## config.mk

```make
export PLATFORM = sky130hd
export DESIGN_NAME = running_sum_moving_average_unit
export DESIGN_NICKNAME = d
export VERILOG_FILES = /design/src/sv/rsma_pkg.sv /design/src/sv/running_sum_moving_average_unit.sv
export SDC_FILE = /design/constraint.sdc
export NUM_CORES = 1
export LEC_CHECK = 0
export ABC_AREA = 1
export BUFFER_PORTS_ARGS = -buffer_cell sky130_fd_sc_hd__buf_4
export CAP_MARGIN = 0
export CORE_MARGIN = 1
export CORE_UTILIZATION = 35
export CTS_CLUSTER_DIAMETER = 200
export DETAILED_ROUTE_END_ITERATION = 10
export HOLD_SLACK_MARGIN = 0.03
export PLACE_DENSITY = 0.49
export SYNTH_ARGS = -nofsm -noshare
export SYNTH_HDL_FRONTEND = slang
export SYNTH_SLANG_ARGS = --single-unit
```

## constraint.sdc

```tcl
create_clock -name clk -period 5.21 [get_ports clk]
set_input_delay 0.521 -clock clk [delete_from_list [all_inputs] [get_ports clk]]
set_output_delay 0.521 -clock clk [all_outputs]
set_load 0.02 [all_outputs]
```

## src/sv/rsma_pkg.sv

```systemverilog
`default_nettype none

package rsma_pkg;

  localparam int WIN_BITS = 7;
  localparam int DEF_MAX_WINDOW = 64;
  localparam int DEF_SAMPLE_BITS = 10;

  typedef enum logic [3:0] {
    ST_IDLE = 4'b0001,
    ST_READ = 4'b0010,
    ST_DIV  = 4'b0100,
    ST_HOLD = 4'b1000
  } state_t;

endpackage

`default_nettype wire

```

## src/sv/running_sum_moving_average_unit.sv

```systemverilog
// Running-sum moving average over converter samples.
// Input channel: in_valid/in_ready with sample_value, one sample per item.
// Output channel: out_valid/out_ready with filtered_value (window average,
// truncated) and previous_value (filtered_value of the item before).
// Configuration: window_size is written at any edge with cfg_we high; values
// above MAX_WINDOW saturate, 0 passes samples straight through. A write clears
// the sample store, the running total and the write index.
// With averaging on, an accepted item passes through the states READ, DIV and
// HOLD: READ reads the old entry from the store, DIV produces one quotient bit
// per cycle in the restoring divider, and HOLD loads the output register.
// Bypassed items go straight to HOLD. Items are handled one at a time, and the
// next is accepted once HOLD has loaded the output register.
// The store is cleared logically by a fill count: entries not yet written since
// reset or the last window write read as zero, so no clearing pass is needed.
// Reset (rst, synchronous) empties the pipeline and clears window_size, the
// total, the index and the previous value. If the receiver stalls, the result
// waits in the output register; the next item may be accepted and worked on,
// and waits before the output register until it is free.
`default_nettype none

module running_sum_moving_average_unit #(
  parameter int MAX_WINDOW  = rsma_pkg::DEF_MAX_WINDOW,
  parameter int SAMPLE_BITS = rsma_pkg::DEF_SAMPLE_BITS
) (
  input  wire logic                         clk,
  input  wire logic                         rst,
  input  wire logic                         cfg_we,
  input  wire logic [rsma_pkg::WIN_BITS-1:0] window_size,
  input  wire logic                         in_valid,
  output logic                              in_ready,
  input  wire logic [SAMPLE_BITS-1:0]       sample_value,
  output logic                              out_valid,
  input  wire logic                         out_ready,
  output logic [SAMPLE_BITS-1:0]            filtered_value,
  output logic [SAMPLE_BITS-1:0]            previous_value
);
  import rsma_pkg::*;

  localparam int IDX_BITS   = (MAX_WINDOW > 1) ? $clog2(MAX_WINDOW) : 1;
  localparam int FILL_BITS  = $clog2(MAX_WINDOW + 1);
  localparam int TOTAL_BITS = SAMPLE_BITS + $clog2(MAX_WINDOW);
  localparam int CNT_BITS   = $clog2(TOTAL_BITS);
  localparam int CMP_BITS   = (IDX_BITS + 1 > WIN_BITS) ? IDX_BITS + 1 : WIN_BITS;

  state_t                 state;
  logic [WIN_BITS-1:0]    window;
  logic [TOTAL_BITS-1:0]  total;
  logic [IDX_BITS-1:0]    idx;
  logic [FILL_BITS-1:0]   fill;
  logic [SAMPLE_BITS-1:0] last_output;

  logic [SAMPLE_BITS-1:0] mem [MAX_WINDOW];
  logic [SAMPLE_BITS-1:0] rd_data;
  logic                   mem_we;

  logic [SAMPLE_BITS-1:0] sample;
  logic [TOTAL_BITS-1:0]  quo;
  logic [WIN_BITS-1:0]    rem;
  logic [CNT_BITS-1:0]    cnt;

  logic [SAMPLE_BITS-1:0] old_value;
  logic [TOTAL_BITS-1:0]  total_next;
  logic [IDX_BITS-1:0]    idx_next;
  logic [WIN_BITS:0]      rem_sh;
  logic [WIN_BITS:0]      rem_dif;
  logic                   rem_ge;
  logic                   in_acc;
  logic                   out_free;

  assign in_ready = (state == ST_IDLE);
  assign in_acc   = in_valid && in_ready;
  assign out_free = !out_valid || out_ready;
  assign mem_we   = (state == ST_READ);

  always_comb begin
    old_value  = (FILL_BITS'(idx) < fill) ? rd_data : '0;
    total_next = total + TOTAL_BITS'(sample) - TOTAL_BITS'(old_value);
    if (CMP_BITS'(idx) + CMP_BITS'(1) >= CMP_BITS'(window)) begin
      idx_next = '0;
    end else begin
      idx_next = idx + IDX_BITS'(1);
    end
    rem_sh  = {rem, quo[TOTAL_BITS-1]};
    rem_ge  = (rem_sh >= {1'b0, window});
    rem_dif = rem_sh - {1'b0, window};
  end

  // sample store
  always_ff @(posedge clk) begin
    if (mem_we) begin
      mem[idx] <= sample;
    end
    rd_data <= mem[idx];
  end

  always_ff @(posedge clk) begin
    if (rst) begin
      state       <= ST_IDLE;
      out_valid   <= 1'b0;
      window      <= '0;
      total       <= '0;
      idx         <= '0;
      fill        <= '0;
      last_output <= '0;
    end else begin
      if (out_valid && out_ready) begin
        out_valid <= 1'b0;
      end
      if (cfg_we) begin
        if (int'(window_size) > MAX_WINDOW) begin
          window <= WIN_BITS'(MAX_WINDOW);
        end else begin
          window <= window_size;
        end
        total <= '0;
        idx   <= '0;
        fill  <= '0;
      end
      case (state)
        ST_IDLE: begin
          if (in_acc) begin
            state <= (window == '0) ? ST_HOLD : ST_READ;
          end
        end
        ST_READ: begin
          total <= total_next;
          idx   <= idx_next;
          if (FILL_BITS'(idx) == fill) begin
            fill <= fill + FILL_BITS'(1);
          end
          state <= ST_DIV;
        end
        ST_DIV: begin
          if (cnt == '0) begin
            state <= ST_HOLD;
          end
        end
        ST_HOLD: begin
          if (out_free) begin
            out_valid   <= 1'b1;
            last_output <= quo[SAMPLE_BITS-1:0];
            state       <= ST_IDLE;
          end
        end
        default: begin
          state <= ST_IDLE;
        end
      endcase
    end
  end

  // payload and divider
  always_ff @(posedge clk) begin
    case (state)
      ST_IDLE: begin
        if (in_acc) begin
          sample <= sample_value;
          quo    <= TOTAL_BITS'(sample_value);
        end
      end
      ST_READ: begin
        quo <= total_next;
        rem <= '0;
        cnt <= CNT_BITS'(TOTAL_BITS - 1);
      end
      ST_DIV: begin
        quo <= {quo[TOTAL_BITS-2:0], rem_ge};
        rem <= rem_ge ? rem_dif[WIN_BITS-1:0] : rem_sh[WIN_BITS-1:0];
        cnt <= cnt - CNT_BITS'(1);
      end
      ST_HOLD: begin
        if (out_free) begin
          filtered_value <= quo[SAMPLE_BITS-1:0];
          previous_value <= last_output;
        end
      end
      default: begin
      end
    endcase
  end

  a_one_at_a_time: assert property (@(posedge clk) disable iff (rst)
    in_acc |=> !in_ready)
    else $error("item accepted while another is in flight");

  a_fill_bound: assert property (@(posedge clk) disable iff (rst)
    CMP_BITS'(fill) <= CMP_BITS'(window))
    else $error("fill count beyond window");

  a_idx_bound: assert property (@(posedge clk) disable iff (rst)
    (window != '0) |-> (CMP_BITS'(idx) < CMP_BITS'(window)))
    else $error("write index outside window");

  a_no_read_bypass: assert property (@(posedge clk) disable iff (rst)
    (state == ST_READ) |-> (window != '0))
    else $error("store accessed while bypassed");

endmodule

`default_nettype wire

```

==> impl_metrics.yaml, run 1 <==
synth:
  yosysTopAreaCell: "edfxtp_1"
  synth_fp_nets: 3209
  async_reset_ff_share_pct: 0
  synthCells: 3137
  synth_cell_types: 38
  synth_top_cell_area_share_pct: 64.3
  yosys_most_used_dff: "edfxtp_1"
  ys_seq_area_share_pct: 68.0
  avgSynthCellArea_sq_um: 10.4
  ys_warn_count: 0
  ys_seq_elements: 758
  synthesis.area_sq_um: 32600
  synth-edff-count: 697
  ys_top_cells_by_area: "edfxtp_1, nand2_1, dfxtp_1"
global_routing:
  grt-busiest-layer: "met2"
  grt_max_degree: 171
  grt_use_total_pct: 19.4
  grt_use_met1_pct: 26.7
  grt_util_met2_pct: 30.9
  antenna_found_initial: 1
  grt_first_pass_wirelength_microns: 136000
  grt_pass1_vias: 21023
  grtUsageMet3_pct: 3.50
  grt_overflow: 0
clock_network:
  ctsHoldBuffers: 0
  cts-resized-gates: 0
  clkLatencyLatePin_ps: 650
  cts_made_buffers: 85
  cts_tree: "built"
  clkTransAtPathRegs_ps: 60
  root_buffer: "clkbuf_16"
  clockBufferDepth: 3
  cts_setup_buffers: 0
  cts_num_sinks: 758
  htree_levels: 3
worst_setup_path:
  worst-path-buf-inv: 2
  cp_slowest_cell: "o221ai_1"
  timing.critical_path.mode_cell: "nand3_1"
  max_stage_delay_ps: 640
  path_max_fanout: 10
  start_kind: "flop"
  cp.arrival_ps: 4210
  path_cells: "inv_1, ha_1, nand2_1, nor2_1, a211oi_1, o221ai_1, nor2_1, fa_1, inv_1, ha_1, or2_2, nand3_1, nand2_1, or2_2, nand3_1, nand3_1"
  path_class: "flop to flop"
  end_kind: "flop"
  critPathRequiredTime_ps: 5600
  critPathTopFamily: "simple AND/OR/NAND/NOR gates"
floorplanning:
  die_x_microns: 307
  die_h_microns: 307
  initial_core_util_pct: 35.4
  die_area_sq_um: 94300
  rows: 111
  io_pins: 44
  core_sq_um: 91900
routing:
  drc: 0
  vias: 21646
  drtPass1Iterations: 7
  avgRoutedWirePerCell_microns: 20.1
  ant_nets: 0
  drt-initial-drc-count: 1707
  wirelength_microns: 90900
  via_per_inst: 4.80
power:
  power_leakage_uw: 0.0144
  fin_total_pwr_uw: 14300
  powerDensity_nw_per_um2: 387
  ir_drop_mv: 0.238
sta:
  setup_slack_ps: 1390
  fmax_ghz: 0.262
  fin_crit_ps: 3820
  worst_slew_pin_slew_ps: 1030
  skew_ps: 21.1
  setup_tns_ps: 0
  hold_viol: 0
  maxSlewViolCount: 0
  fin_crit_sh_pct: 73.3
  slew-limit-headroom_pct: 31.2
  rsz0062_at_grt: "no"
  setup_viol: 0
placement:
  gp_congestion: 0.804
  dp_slack_ps: 1340
  dp_hpwl_microns: 52700
  io_buffers: 43
  dpl_cell_area_sq_um: 34200
run_status:
  outcome: "finished, final reports clean"
final_layout:
  final_common_cell: "nand2_1"
  drive_above_1_share_pct: 7.93
  final_util_pct: 40.2
  fin_area_sq_um: 37000
  layout_common_cells: "nand2_1, edfxtp_1, nor2_1"
  area_delta_synth_final_pct: 13.6
  nets: 3271
run:
  cap_violations: 0
hold_path:
  worstHoldPathType: "input pin to flop"
sequential cells by signal, summed over array words and instances (netlist names):
register	count
quo	16
mem	640
rem	7
filtered_value	10
out_valid	1
window	7
idx	6
total	16
fill	7
cnt	4
previous_value	10
rd_data	10
sample	10
state	4
last_output	10
routing by layer:
layer,share of wire [%],routed length (microns)
met5,0,0
met4,3.1,2830
met3,5.2,4760
met2,46,41700
met1,46,41600
cell usage after synthesis (2+ instances only):
cell / n
buf_6: 22
clkinv_1: 2
buf_2: 78
a21oi_1: 196
nand3_1: 62
nand3b_1: 6
inv_2: 9
dfxtp_1: 61
xor2_1: 5
nand3_2: 3
a211oi_1: 3
clkbuf_1: 19
o21ai_0: 28
inv_1: 152
or2_2: 6
fa_1: 11
nand2_1: 1408
xnor2_1: 3
a22oi_1: 3
edfxtp_1: 697
o21ai_1: 68
ha_1: 39
nor3_1: 15
nand4_1: 8
buf_4: 15
nor2_1: 206
final cells by class:
type / count / area (sq um)
fill: 8969 / 54900
sequential: 758 / 22200
multi-input combinational: 2080 / 8970
clock buffer: 113 / 2370
tap: 1243 / 1560
timing repair buffer: 110 / 863
inverter: 164 / 626
clock inverter: 42 / 459
antenna: 1 / 2.50
worst paths after layout:
check | start | endpoint | slack (ps) | cells past startpoint
max | fill[2]$_SDFF_PP0_ | quo[7]$_DFFE_PP_ | 1390 | 16
min | sample_value[1] | sample[1]$_DFFE_PP_ | 80 | 1
max reg2reg | fill[2]$_SDFF_PP0_ | quo[7]$_DFFE_PP_ | 1390 | 16
min reg2reg | last_output[3]$_SDFFE_PP0P_ | previous_value[3]$_DFFE_PP_ | 430 | 0
metrics by stage:
step                hold WS (ps)  cells
finish                      75.1   4511
global route                37.7   4510
CTS                         30.2   4510
detailed placement           411   4355
global placement             412   4355
floorplan                    403   3137
report_power, final:
part | total, uW | leakage [uW] | internal, uW | switching, uW
registers | 6990 | 0.00678 | 6930 | 62.4
clock network | 6110 | 0.00138 | 3640 | 2460
logic | 1210 | 0.00628 | 296 | 917
total | 14300 | 0.0144 | 10900 | 3440
logic make-up (layout without fill, tap and decap cells):
family                     count (synthesis)  count (layout)  share of synthesized area [%]
adders and majority gates                 50              50                           2.17
xor gates and xnor gates                   8               8                          0.215
and+or+nand+nor                         1718            1718                           20.4
DFF                                      758             758                           68.0
buffers and inverters                    299             429                           4.43
other                                      0               1                              0
AOI/OAI and AO/OA                        304             304                           4.77
Note: power is estimated with default switching activity, not from simulation.
==> run 2, diff against run 1 <==
Settings changed: PLACE_DENSITY 0.49 to 0.51.
Clock period 5.21 ns to 3.1 ns, I/O delays scaled along.
==> impl_metrics.yaml, run 2 (synthesis results as in run 1) <==
placement:
  dp.cells: 4466
  dp_hpwl_microns: 53700
  io_buffers: 43
  gp_congestion: 0.844
routing:
  avgRoutedWirePerCell_microns: 19.2
  drt-initial-drc-count: 1695
  ant_nets: 0
  wirelength_microns: 89500
  vias: 22143
  via_per_inst: 4.76
  drtPass1Iterations: 5
  drc: 0
floorplanning:
  core_sq_um: 91900
  die_h_microns: 307
  rows: 111
  die_area_sq_um: 94300
  initial_core_util_pct: 35.4
  die_x_microns: 307
  io_pins: 44
sta:
  setup_slack_ps: -61.9
  skew_ps: 21.8
  worst_slew_pin_slew_ps: 1080
  rsz0062_at_grt: "yes"
  fin_crit_ps: 3160
  setup_viol: 11
  hold_viol: 0
  fmax_ghz: 0.316
  maxSlewViolCount: 0
  slew-limit-headroom_pct: 27.5
  setup_tns_ps: -347
  fin_crit_sh_pct: 102
global_routing:
  grt_max_degree: 123
  grt_first_pass_wirelength_microns: 137000
  antenna_found_initial: 1
  grt_use_total_pct: 19.2
  grt_overflow: 0
  grt_pass1_vias: 21713
run_status:
  violations: "negative setup slack"
  outcome: "finished with violations"
clock_network:
  cts_num_sinks: 758
  clkLatencyLatePin_ps: 640
  cts_tree: "built"
  root_buffer: "clkbuf_16"
  htree_levels: 3
  clkTransAtPathRegs_ps: 60
  cts_made_buffers: 84
  clockBufferDepth: 3
final_layout:
  drive_above_1_share_pct: 14.5
  layout_common_cells: "nand2_1, edfxtp_1, buf_4"
  final_common_cell: "nand2_1"
  diodes: 0
  largest_reg_flops: 640
  area_delta_synth_final_pct: 19.1
  nets: 3414
  finalNonFillerCells: 4653
  regMostFlops: "mem"
  top_regs: "mem: 640 flops, quo: 16 flops, total: 16 flops"
worst_setup_path:
  endpoint: "quo[7]$_DFFE_PP_"
  start_kind: "flop"
  max_stage_delay_ps: 510
  ff2ff_setup_slack_ps: -60
  crit_start: "fill[2]$_SDFF_PP0_"
  path_depth: 18
  cp.arrival_ps: 3540
  path_max_fanout: 5
  critPathRequiredTime_ps: 3480
  path_class: "flop to flop"
  timing.rr.start: "fill[2]$_SDFF_PP0_"
  worst-path-buf-inv: 3
  timing.rr.end: "quo[7]$_DFFE_PP_"
  end_kind: "flop"
  path_cells: "inv_2, ha_4, nand2_2, nor2_2, a211oi_2, o221ai_2, buf_6, nor2_4, fa_1, inv_2, ha_4, nand2_1, nand2_2, a21oi_2, nand2_4, or2_4, nand3_4, nand3_2"
  cp_slowest_cell: "fa_1"
  critPathTopFamily: "adder cells"
  ff2ff_path_depth: 18
power:
  powerDensity_nw_per_um2: 627
  ir_drop_mv: 0.348
  power_leakage_uw: 0.0152
run:
  cap_violations: 0
hold_path:
  worstHoldPathType: "input pin to flop"
run 2: changes by cell type in the layout (fill, tap and decap cells not counted), moves of 14 or more:
cell,previous run,this run
nand2_1,1408,1378
nand3_2,3,24
inv_2,8,24
nand3_1,62,37
nand2_2,0,24
inv_1,152,136
buf_4,107,210
ha_1,39,24
dlygate4sd3_1,0,28
nor2_1,205,191
ha_4,0,14
run 2: worst min-delay path by stage:
stage | cells after the start | slack [ps] | to | startpoint
2_1_floorplan | 0 | 400 | previous_value[0]$_DFFE_PP_ | last_output[0]$_SDFFE_PP0P_
3_3_place_gp | 0 | 410 | previous_value[9]$_DFFE_PP_ | last_output[9]$_SDFFE_PP0P_
3_5_place_dp | 0 | 410 | previous_value[1]$_DFFE_PP_ | last_output[1]$_SDFFE_PP0P_
4_1_cts | 4 | 60 | fill[4]$_SDFF_PP0_ | cfg_we
5_1_grt | 4 | 110 | fill[4]$_SDFF_PP0_ | cfg_we
6_report | 4 | 100 | fill[4]$_SDFF_PP0_ | cfg_we
run 2: cell type report:
| class | instances | area [sq um] |
|---|---|---|
| inverter | 164 | 626 |
| tap | 1243 | 1560 |
| multi-input combinational | 2080 | 9540 |
| timing repair buffer | 254 | 2140 |
| sequential | 758 | 22200 |
| clock buffer | 103 | 2250 |
| fill | 8937 | 53200 |
| clock inverter | 51 | 499 |
run 2: tightest hold or removal path, delay by kind of cell:
| kind | cells | cell delay (ps) |
|---|---|---|
| buffers and inverters | 1 | 150 |
| AO/OA/AOI/OAI | 1 | 50 |
| AND/OR/NAND/NOR | 2 | 180 |
run 2: per-layer routing:
metal,vias to the layer above,global-route usage [%],part of all wire [%]
li1,10811,-,-
met1,10714,26.8,46
met2,472,31.5,47
met3,144,2.47,4.0
met4,2,5.16,2.4
met5,-,0,0.015
run 2: power by group:
part	total, uW	switching [uW]	internal, uW	leakage (uW)
Clock	10000	4120	5910	0.00136
Sequential	11800	113	11600	0.00678
Combinational	2510	1700	807	0.00707
Total	24300	5930	18400	0.0152
run 2: per-stage QoR:
step | total power (uW) | utilization [%] | area [sq um] | worst slack, ps | hold slack [ps]
4_1_cts | 24300 | 41.8 | 38500 | -10.9 | 61.7
3_5_place_dp | 14200 | 38.4 | 35300 | -170 | 409
3_3_place_gp | 14200 | 38.4 | 35300 | -150 | 410
6_report | 24300 | 42.2 | 38800 | -61.9 | 105
5_1_grt | 25100 | 42.2 | 38800 | -251 | 106
2_1_floorplan | 13300 | - | 32700 | -187 | 403
run 2: timing repair:
action,4_1_cts,5_1_grt
pin swaps,21,43
setup endpoints to repair,24,35
hold buffers,28,0
buffers inserted,1,3
gates resized for setup,39,78
cloned,1,0
endpoints found under the hold margin,28,0
